==> config.mk <==
export PLATFORM = sky130hd
export DESIGN_NAME = power_of_two_ring_fifo_unit
export DESIGN_NICKNAME = d
export VERILOG_FILES = /design/src/p2rf_pkg.sv /design/src/p2rf_ctrl.sv /design/src/p2rf_dp.sv /design/src/power_of_two_ring_fifo_unit.sv
export SDC_FILE = /design/constraint.sdc
export NUM_CORES = 1
export LEC_CHECK = 0
export BUFFER_PORTS_ARGS = -buffer_cell sky130_fd_sc_hd__buf_2
export CORE_MARGIN = 2
export CORE_UTILIZATION = 55
export CTS_CLUSTER_SIZE = 24
export DETAILED_ROUTE_END_ITERATION = 7
export GPL_TIMING_DRIVEN = 0
export PLACE_DENSITY = 0.81
export SLEW_MARGIN = 30
export SYNTH_ARGS = -nofsm -noshare
export SYNTH_HDL_FRONTEND = slang
export SYNTH_SLANG_ARGS = --single-unit
==> constraint.sdc <==
create_clock -name clk_i -period 3.9 [get_ports clk_i]
set_clock_uncertainty 0.1 [all_clocks]
set_input_delay 0.39 -clock clk_i [delete_from_list [all_inputs] [get_ports clk_i]]
set_output_delay 0.39 -clock clk_i [all_outputs]
set_load 0.005 [all_outputs]
==> src/p2rf_pkg.sv <==
// Shared types and constants for the power-of-two ring FIFO.
`timescale 1ns / 1ps
package p2rf_pkg;

  localparam int MaxDepth = 16;
  localparam int AddrW    = $clog2(MaxDepth);
  localparam int CntW     = AddrW + 1;
  localparam int ElemBits = 8;
  localparam int SizeW    = 3;
  localparam int CountW   = 5;
  localparam int OpW      = 3;

  typedef enum logic [OpW-1:0] {
    OpPut     = 3'd0,
    OpGet     = 3'd1,
    OpPeek    = 3'd2,
    OpReadRun = 3'd3,
    OpPeekRun = 3'd4,
    OpFlush   = 3'd5,
    OpDropAll = 3'd6
  } op_e;

  typedef struct packed {
    logic [OpW-1:0]      operation;
    logic [ElemBits-1:0] write_data;
    logic                last_in;
    logic [CountW-1:0]   request_count;
  } in_t;

  typedef struct packed {
    logic [ElemBits-1:0] read_data;
    logic                ok;
    logic                last_out;
    logic [CountW-1:0]   fill_level;
    logic [CountW-1:0]   free_space;
    logic [CountW-1:0]   accepted_count;
  } out_t;

  // Commands from the controller to the datapath.
  typedef struct packed {
    logic put;          // store write_data if not full
    logic head_rd;      // get or peek: flag result from head element
    logic status_only;  // result carries status alone
    logic pop;          // advance read counter
    logic run_load;     // start a run at the head; run position takes the next element
    logic run_next;     // advance run position
    logic flush;        // clear both counters
    logic drop;         // read counter takes write counter
    logic out_one;      // emit single result from captured flags
    logic out_run;      // emit run element
    logic out_last;     // mark final result of the transaction
  } cmd_t;

  // Status from the datapath to the controller.
  typedef struct packed {
    logic              empty;
    logic [CountW-1:0] run_len;
  } stat_t;

endpackage

==> src/p2rf_ctrl.sv <==
// Controller state machine for the power-of-two ring FIFO.
`timescale 1ns / 1ps
module p2rf_ctrl import p2rf_pkg::*; (
  input  logic           clk_i,
  input  logic           rst_ni,
  input  logic           start,
  input  logic [OpW-1:0] op_i,
  input  stat_t          stat_i,
  output logic           busy,
  output cmd_t           cmd_o
);

  typedef enum logic [2:0] {
    SIdle = 3'b001,
    SOne  = 3'b010,
    SRun  = 3'b100
  } state_e;

  state_e            state_q, state_d;
  logic [CountW-1:0] left_q, left_d;
  logic              consume_q, consume_d;
  op_e               op;

  assign op   = op_e'(op_i);
  assign busy = (state_q != SIdle);

  always_comb begin
    state_d   = state_q;
    left_d    = left_q;
    consume_d = consume_q;
    cmd_o     = '0;
    unique case (state_q)
      SIdle: begin
        if (start) begin
          state_d = SOne;
          unique case (op)
            OpPut: cmd_o.put = 1'b1;
            OpGet: begin
              cmd_o.head_rd = 1'b1;
              cmd_o.pop     = !stat_i.empty;
            end
            OpPeek: cmd_o.head_rd = 1'b1;
            OpReadRun, OpPeekRun: begin
              if (stat_i.run_len == '0) begin
                cmd_o.status_only = 1'b1;
              end else begin
                cmd_o.run_load = 1'b1;
                cmd_o.pop      = (op == OpReadRun);
                consume_d      = (op == OpReadRun);
                left_d         = stat_i.run_len;
                state_d        = SRun;
              end
            end
            OpFlush: begin
              cmd_o.flush       = 1'b1;
              cmd_o.status_only = 1'b1;
            end
            OpDropAll: begin
              cmd_o.drop        = 1'b1;
              cmd_o.status_only = 1'b1;
            end
            default: cmd_o.status_only = 1'b1;
          endcase
        end
      end
      SOne: begin
        cmd_o.out_one  = 1'b1;
        cmd_o.out_last = 1'b1;
        state_d        = SIdle;
      end
      SRun: begin
        cmd_o.out_run = 1'b1;
        if (left_q == CountW'(1)) begin
          cmd_o.out_last = 1'b1;
          state_d        = SIdle;
        end else begin
          cmd_o.run_next = 1'b1;
          cmd_o.pop      = consume_q;
          left_d         = left_q - CountW'(1);
        end
      end
      default: state_d = SIdle;
    endcase
  end

  always_ff @(posedge clk_i or negedge rst_ni) begin
    if (!rst_ni) begin
      state_q   <= SIdle;
      left_q    <= '0;
      consume_q <= 1'b0;
    end else begin
      state_q   <= state_d;
      left_q    <= left_d;
      consume_q <= consume_d;
    end
  end

  a_accept_busy: assert property (@(posedge clk_i) disable iff (!rst_ni)
    start && !busy |=> busy)
    else $error("accepted transaction did not raise busy");

  a_run_left: assert property (@(posedge clk_i) disable iff (!rst_ni)
    state_q == SRun |-> left_q != '0)
    else $error("run active with no elements left");

  a_last_idle: assert property (@(posedge clk_i) disable iff (!rst_ni)
    cmd_o.out_last |=> state_q == SIdle)
    else $error("final result not followed by idle");

endmodule

==> src/p2rf_dp.sv <==
// Datapath for the power-of-two ring FIFO: store, counters and result fields.
`timescale 1ns / 1ps
module p2rf_dp import p2rf_pkg::*; (
  input  logic             clk_i,
  input  logic             rst_ni,
  input  logic             cfg_we_i,
  input  logic [SizeW-1:0] cfg_wdata_i,
  input  in_t              in_i,
  input  cmd_t             cmd_i,
  output stat_t            stat_o,
  output out_t             res_o,
  output logic             res_valid_o
);

  logic [ElemBits-1:0] mem_q [MaxDepth];
  logic [ElemBits-1:0] rdata_q;
  logic [SizeW-1:0]    size_q;
  logic [CntW-1:0]     wr_q, rd_q, pos_q;
  logic [CountW-1:0]   acc_q;
  logic                ok_q, dvalid_q, clear_q;

  logic [SizeW-1:0]    lg;
  logic [AddrW-1:0]    amask, rd_addr, wr_addr;
  logic [CntW-1:0]     cap, fill, free;
  logic                full;

  // Clamp the size register to the supported range.
  always_comb begin
    priority if (size_q == '0) lg = SizeW'(1);
    else if (size_q > SizeW'(AddrW)) lg = SizeW'(AddrW);
    else lg = size_q;
  end

  assign amask   = {AddrW{1'b1}} >> (SizeW'(AddrW) - lg);
  assign cap     = CntW'(1) << lg;
  assign fill    = wr_q - rd_q;
  assign free    = (fill <= cap) ? cap - fill : '0;
  assign full    = (fill > CntW'(amask));
  assign wr_addr = wr_q[AddrW-1:0] & amask;
  assign rd_addr = cmd_i.out_run ? (pos_q[AddrW-1:0] & amask) : (rd_q[AddrW-1:0] & amask);

  assign stat_o.empty   = (fill == '0);
  assign stat_o.run_len = (CountW'(fill) < in_i.request_count) ? CountW'(fill)
                                                               : in_i.request_count;

  always_ff @(posedge clk_i) begin
    if (cmd_i.put && !full) begin
      mem_q[wr_addr] <= in_i.write_data;
    end
    rdata_q <= mem_q[rd_addr];
  end

  always_ff @(posedge clk_i or negedge rst_ni) begin
    if (!rst_ni) begin
      size_q   <= SizeW'(4);
      wr_q     <= '0;
      rd_q     <= '0;
      pos_q    <= '0;
      acc_q    <= '0;
      ok_q     <= 1'b0;
      dvalid_q <= 1'b0;
      clear_q  <= 1'b0;
    end else begin
      if (cfg_we_i) begin
        size_q <= cfg_wdata_i;
        wr_q   <= '0;
        rd_q   <= '0;
      end else if (cmd_i.flush) begin
        wr_q <= '0;
        rd_q <= '0;
      end else if (cmd_i.drop) begin
        rd_q <= wr_q;
      end else begin
        if (cmd_i.put && !full) wr_q <= wr_q + CntW'(1);
        if (cmd_i.pop) rd_q <= rd_q + CntW'(1);
      end

      if (cmd_i.run_load) pos_q <= rd_q + CntW'(1);
      else if (cmd_i.run_next) pos_q <= pos_q + CntW'(1);

      if (cmd_i.put && !full && acc_q != {CountW{1'b1}}) acc_q <= acc_q + CountW'(1);
      else if (cmd_i.out_one && clear_q) acc_q <= '0;

      if (cmd_i.put) begin
        ok_q     <= !full;
        dvalid_q <= 1'b0;
        clear_q  <= in_i.last_in;
      end else if (cmd_i.head_rd) begin
        ok_q     <= !stat_o.empty;
        dvalid_q <= !stat_o.empty;
        clear_q  <= 1'b0;
      end else if (cmd_i.status_only) begin
        ok_q     <= 1'b0;
        dvalid_q <= 1'b0;
        clear_q  <= 1'b0;
      end
    end
  end

  assign res_valid_o        = cmd_i.out_one || cmd_i.out_run;
  assign res_o.read_data    = (cmd_i.out_run || dvalid_q) ? rdata_q : '0;
  assign res_o.ok           = cmd_i.out_run || ok_q;
  assign res_o.last_out     = cmd_i.out_last;
  assign res_o.fill_level   = CountW'(fill);
  assign res_o.free_space   = CountW'(free);
  assign res_o.accepted_count = acc_q;

  a_fill_cap: assert property (@(posedge clk_i) disable iff (!rst_ni)
    fill <= cap)
    else $error("fill level above capacity");

endmodule

==> src/power_of_two_ring_fifo_unit.sv <==
// Top level of the power-of-two ring FIFO.
`timescale 1ns / 1ps
//
// Command-driven ring FIFO whose capacity in use is 2^size elements (2..16).
// Input: present a transaction on cmd_i and raise start; it is taken at the
// clock edge where start is high and busy is low. busy stays high until the
// transaction's last result has gone out.
// Output: each result sits on res_o for exactly one cycle with res_valid_o
// high; res_o.last_out marks the final result of the transaction. The
// receiver cannot stall, so results leave at a fixed pace.
// Timing: put, get, peek, flush, drop_all, an empty or zero run, and the
// unused code give one result, and a run of n elements gives n results on
// consecutive cycles, in each case starting in the cycle after acceptance;
// the store's single registered read port, fetching one element per cycle,
// sets this pace. A new transaction is taken only once busy is low.
// Configuration: write the size register through cfg_we_i / cfg_wdata_i while
// idle; any write also clears both counters.
// Reset: counters and the write-run count clear, size returns to 16 entries.
// Store contents are not cleared; only written entries are ever read back.
module power_of_two_ring_fifo_unit import p2rf_pkg::*; (
  input  logic             clk_i,
  input  logic             rst_ni,
  input  logic             cfg_we_i,
  input  logic [SizeW-1:0] cfg_wdata_i,
  input  logic             start,
  output logic             busy,
  input  in_t              cmd_i,
  output logic             res_valid_o,
  output out_t             res_o
);

  cmd_t  cmd;
  stat_t stat;

  // Sequence each transaction: decode, step through runs, mark the last result.
  p2rf_ctrl u_ctrl (
    .clk_i  (clk_i),
    .rst_ni (rst_ni),
    .start  (start),
    .op_i   (cmd_i.operation),
    .stat_i (stat),
    .busy   (busy),
    .cmd_o  (cmd)
  );

  // Hold the store, the free-running counters and the result fields.
  p2rf_dp u_dp (
    .clk_i       (clk_i),
    .rst_ni      (rst_ni),
    .cfg_we_i    (cfg_we_i),
    .cfg_wdata_i (cfg_wdata_i),
    .in_i        (cmd_i),
    .cmd_i       (cmd),
    .stat_o      (stat),
    .res_o       (res_o),
    .res_valid_o (res_valid_o)
  );

endmodule
==> results.md <==
- Status: finished clean
- Top-count cell post-synth: edfxtp_1
- Synth async-reset ratio: 20.0%
- DIE WIDTH: 125 µm
- Rows: 44
- Sw Share: 27.0%
- Worst setup SP type: flop
- Gr busiest metal: met2
- Crit path kind: flop to output port
- Post-synth EDFFs: between 100 and 150
- Cells after synthesis: 619
- CORE AREA: ~14000 µm²
- Die area: ~16000 µm²
- Avg Cell Area, Syn: 13.0 µm²
- Initial antenna violation count: 0
- Pins Over Slew Limit: 0
- Initial DRT Pass Iterations: 5
- Vias post-DR: about 5400
- GR Layer Usage met2: 42.0%
- P_int: 3.37 mW
- Clock Pin Slew Worst Setup and Hold Paths: 0.07 ns
- Primary FF master, synth: edfxtp_1
- Maxcap violations: 0
- Port buffer count: 49
- DP Worst Slack: -0.923 ns
- Yosys warns: 0
- Layout cells sized above 1: ~22%
- Seq/Total Area, Yosys: 60.5%
- Hold WC Path Type: input port to flop
- Share of the synthesized area in the top cell type: 47.9%
- Logic pwr share: 16.7%
- Number of global-route vias before repair: 5604
- GRT Total Usage: 24.5%
- DRT antenna net count: 0
- #FFs+latches synth: 170
- Worst Tran Pin Value: between 0.8 and 0.9 ns
- Synth area leaders: edfxtp_1 48%, dfrtp_1 10%, mux2i_1 8.7%, ha_1 4.7%, nor2_1 2.2%
- Setup tns final: 0 ns
- # diodes: 0
- Fin nets: 754
- Worst VDD drop: 295 µV
- Vias per cell: 6.08
- LEAKAGE: between 3 and 4 nW
- GRT met3 Usage: between 4 and 5%
- HPWL after DPL: roughly 12 mm
- Flop pwr share: 46.4%
- Syn_nets: just under 700
- I/O pins: between 50 and 60
- Crit path max fanout: 7
- Hold_ws: 0.0788 ns
- H-tree levels: 4
- Maximum clock path buffer count: 2
- Growth of design area from synthesis to finish: 17.7%
- DRC violations left: 0
- Top post-synthesis cells by count: 128 x edfxtp_1, 70 x mux2i_1, 46 x nor2_1
- GR Overflow Total: 0
- Drt initial violations: between 400 and 500
- Starting density of the core: 55.9%
- Rel. slew slack: 44.4%
- Min cycle time layout: 3.83 ns
- Clk Latency, worst-skew pair: 0.43 ns
- Vert. Die Dim: 125 µm
- Sink Count: 170
- Routed wire length per instance: 20.5 µm
- Distinct cells, synth: a little under 70
- Critical path arrival: 3.34 ns
- CTS tree: built
- PwrDens: 489 nW/µm²
- Largest net degree at the start of global routing: 35
- Final wirelength: 18.4 mm
- Achievable Freq: 261 MHz
- Number of buffers created by CTS: 17
- M1 GR Usage: 29.7%
- Final setup fails: 0
- P_sw: 1.25 mW
- PnR worst setup slack: 0.0696 ns
- First-pass GRT wire length: 29.2 mm
- Post-route total power: 4.62 mW
- Clock share of power: 36.9%
- Final Cycle Share: 98.2%
- Required @ worst endpoint: 3.41 ns
- Synth area leader: edfxtp_1
- Mapped cell area: 8030 µm²
- Final hold violations: 0
- Worst Setup End Kind: output port
- Clock root buffer: clkbuf_16
- Routability congestion estimate: 0.822
-- power groups by stage --
stage	Clock, mW	Sequential (mW)	Combinational (mW)
after CTS	1.72	2.14	0.739
after floorplan	0	2.15	0.463
after detailed placement	0	2.18	0.698
after global placement	0	2.17	0.657
final	1.71	2.14	0.770
after global routing	1.79	2.15	0.855
-- state kept, by name, indices dropped and copies added (netlist names), 3 cells and up --
| signal | cells |
|---|---|
| u_dp.size_q | 3 |
| u_dp.rdata_q | 8 |
| u_dp.wr_q | 5 |
| u_dp.mem_q | 128 |
| u_dp.acc_q | 5 |
| u_ctrl.state_q | 3 |
| u_ctrl.left_q | 5 |
| u_dp.pos_q | 4 |
| u_dp.rd_q | 5 |
-- cell type report --
class,instances,area [µm²]
fillers,976,4920
repair buffers,60,355
clock buffers,21,460
plain buffers,14,77.6
multi-input cells,403,3210
flip-flops and latches,170,4860
inverters,32,120
well taps,184,230
clock inverters,11,136
-- worst max-delay path, stage by stage (launching register included) --
cell and delay (ns):
dfrtp_2 0.46, inv_1 0.10, ha_1 0.20, inv_1 0.09
fa_2 0.58, inv_1 0.08, ha_1 0.30, a21o_1 0.18
a21oi_2 0.20, nand2_1 0.10, a21o_1 0.22, a21oi_4 0.20
nor2_1 0.07, buf_2 0.12
-- logic make-up (layout without fill, tap and decap cells) --
logic type,count (synthesis),in the layout,share of synthesized area (%)
xor gates and xnor gates,16,16,1.84
AOI/OAI and AO/OA,115,115,10.0
adders and majority gates,32,32,5.18
buffers and inverters,46,138,2.45
muxes,75,75,9.43
and+or+nand+nor,165,165,10.6
DFF,170,170,60.5
-- worst paths after layout --
path | end | startpoint | cells past startpoint | slack (ns)
max reg2reg | u_dp.mem_q[2][1] | u_dp.rd_q[2] | 12 | 0.18
min | u_dp.size_q[0] | cfg_wdata_i[0] | 3 | 0.08
max in group asynchronous | u_dp.rd_q[2] | rst_ni | 2 | 2.64
min reg2reg | u_dp.ok_q | u_dp.ok_q | 1 | 0.41
max | res_o[9] | u_dp.wr_q[0] | 13 | 0.07
min in group asynchronous | u_dp.acc_q[1] | rst_ni | 2 | 0.50
-- layer usage --
metal / routed length [µm] / part of all wire [%]
met4: 638 / 3.5
met3: 1050 / 5.7
met1: 7170 / 39
met5: 0 / 0
met2: 9530 / 52
-- cell usage in the layout (no fill, tap or decap), types with 3 or more instances in the layout --
cell,count
mux2_2,5
nand3b_1,3
a21oi_1,20
nand2_1,35
edfxtp_1,128
xor2_1,7
o21ai_0,17
nand2b_1,5
or2_2,3
nor2b_1,16
nor2_4,17
o21a_1,3
o22ai_1,17
buf_2,52
or3_1,11
nand3_1,14
o221ai_1,8
mux2i_1,70
nor2_1,30
a21oi_2,3
dfxtp_1,8
clkbuf_1,5
dfrtp_1,30
clkbuf_16,17
ha_1,28
o22a_1,8
o211ai_1,4
xnor2_1,7
inv_6,3
a21oi_4,3
a21o_1,6
nand4_1,4
inv_1,31
buf_4,13
nor3_1,8
-- timing repair --
| item | 4_1_cts | 5_1_grt |
|---|---|---|
| endpoints found under the setup margin | 139 | 150 |
| setup buffers | 9 | 1 |
| hold buffers | 1 | 0 |
| endpoints found under the hold margin | 32 | 0 |
| gates resized for setup | 46 | 14 |
| cloned | 0 | 0 |
| pin swaps | 10 | 5 |
-- metrics by stage --
stage / instances / utilization [%] / cell area [µm²]
3_5_place_dp: 852 / 59.2 / 8500
6_report: 895 / 65.8 / 9450
4_1_cts: 894 / 65.2 / 9370
2_1_floorplan: 619 / - / 8030
3_3_place_gp: 852 / 59.2 / 8500
5_1_grt: 895 / 65.8 / 9450
Note: power is estimated with default switching activity, not from simulation.
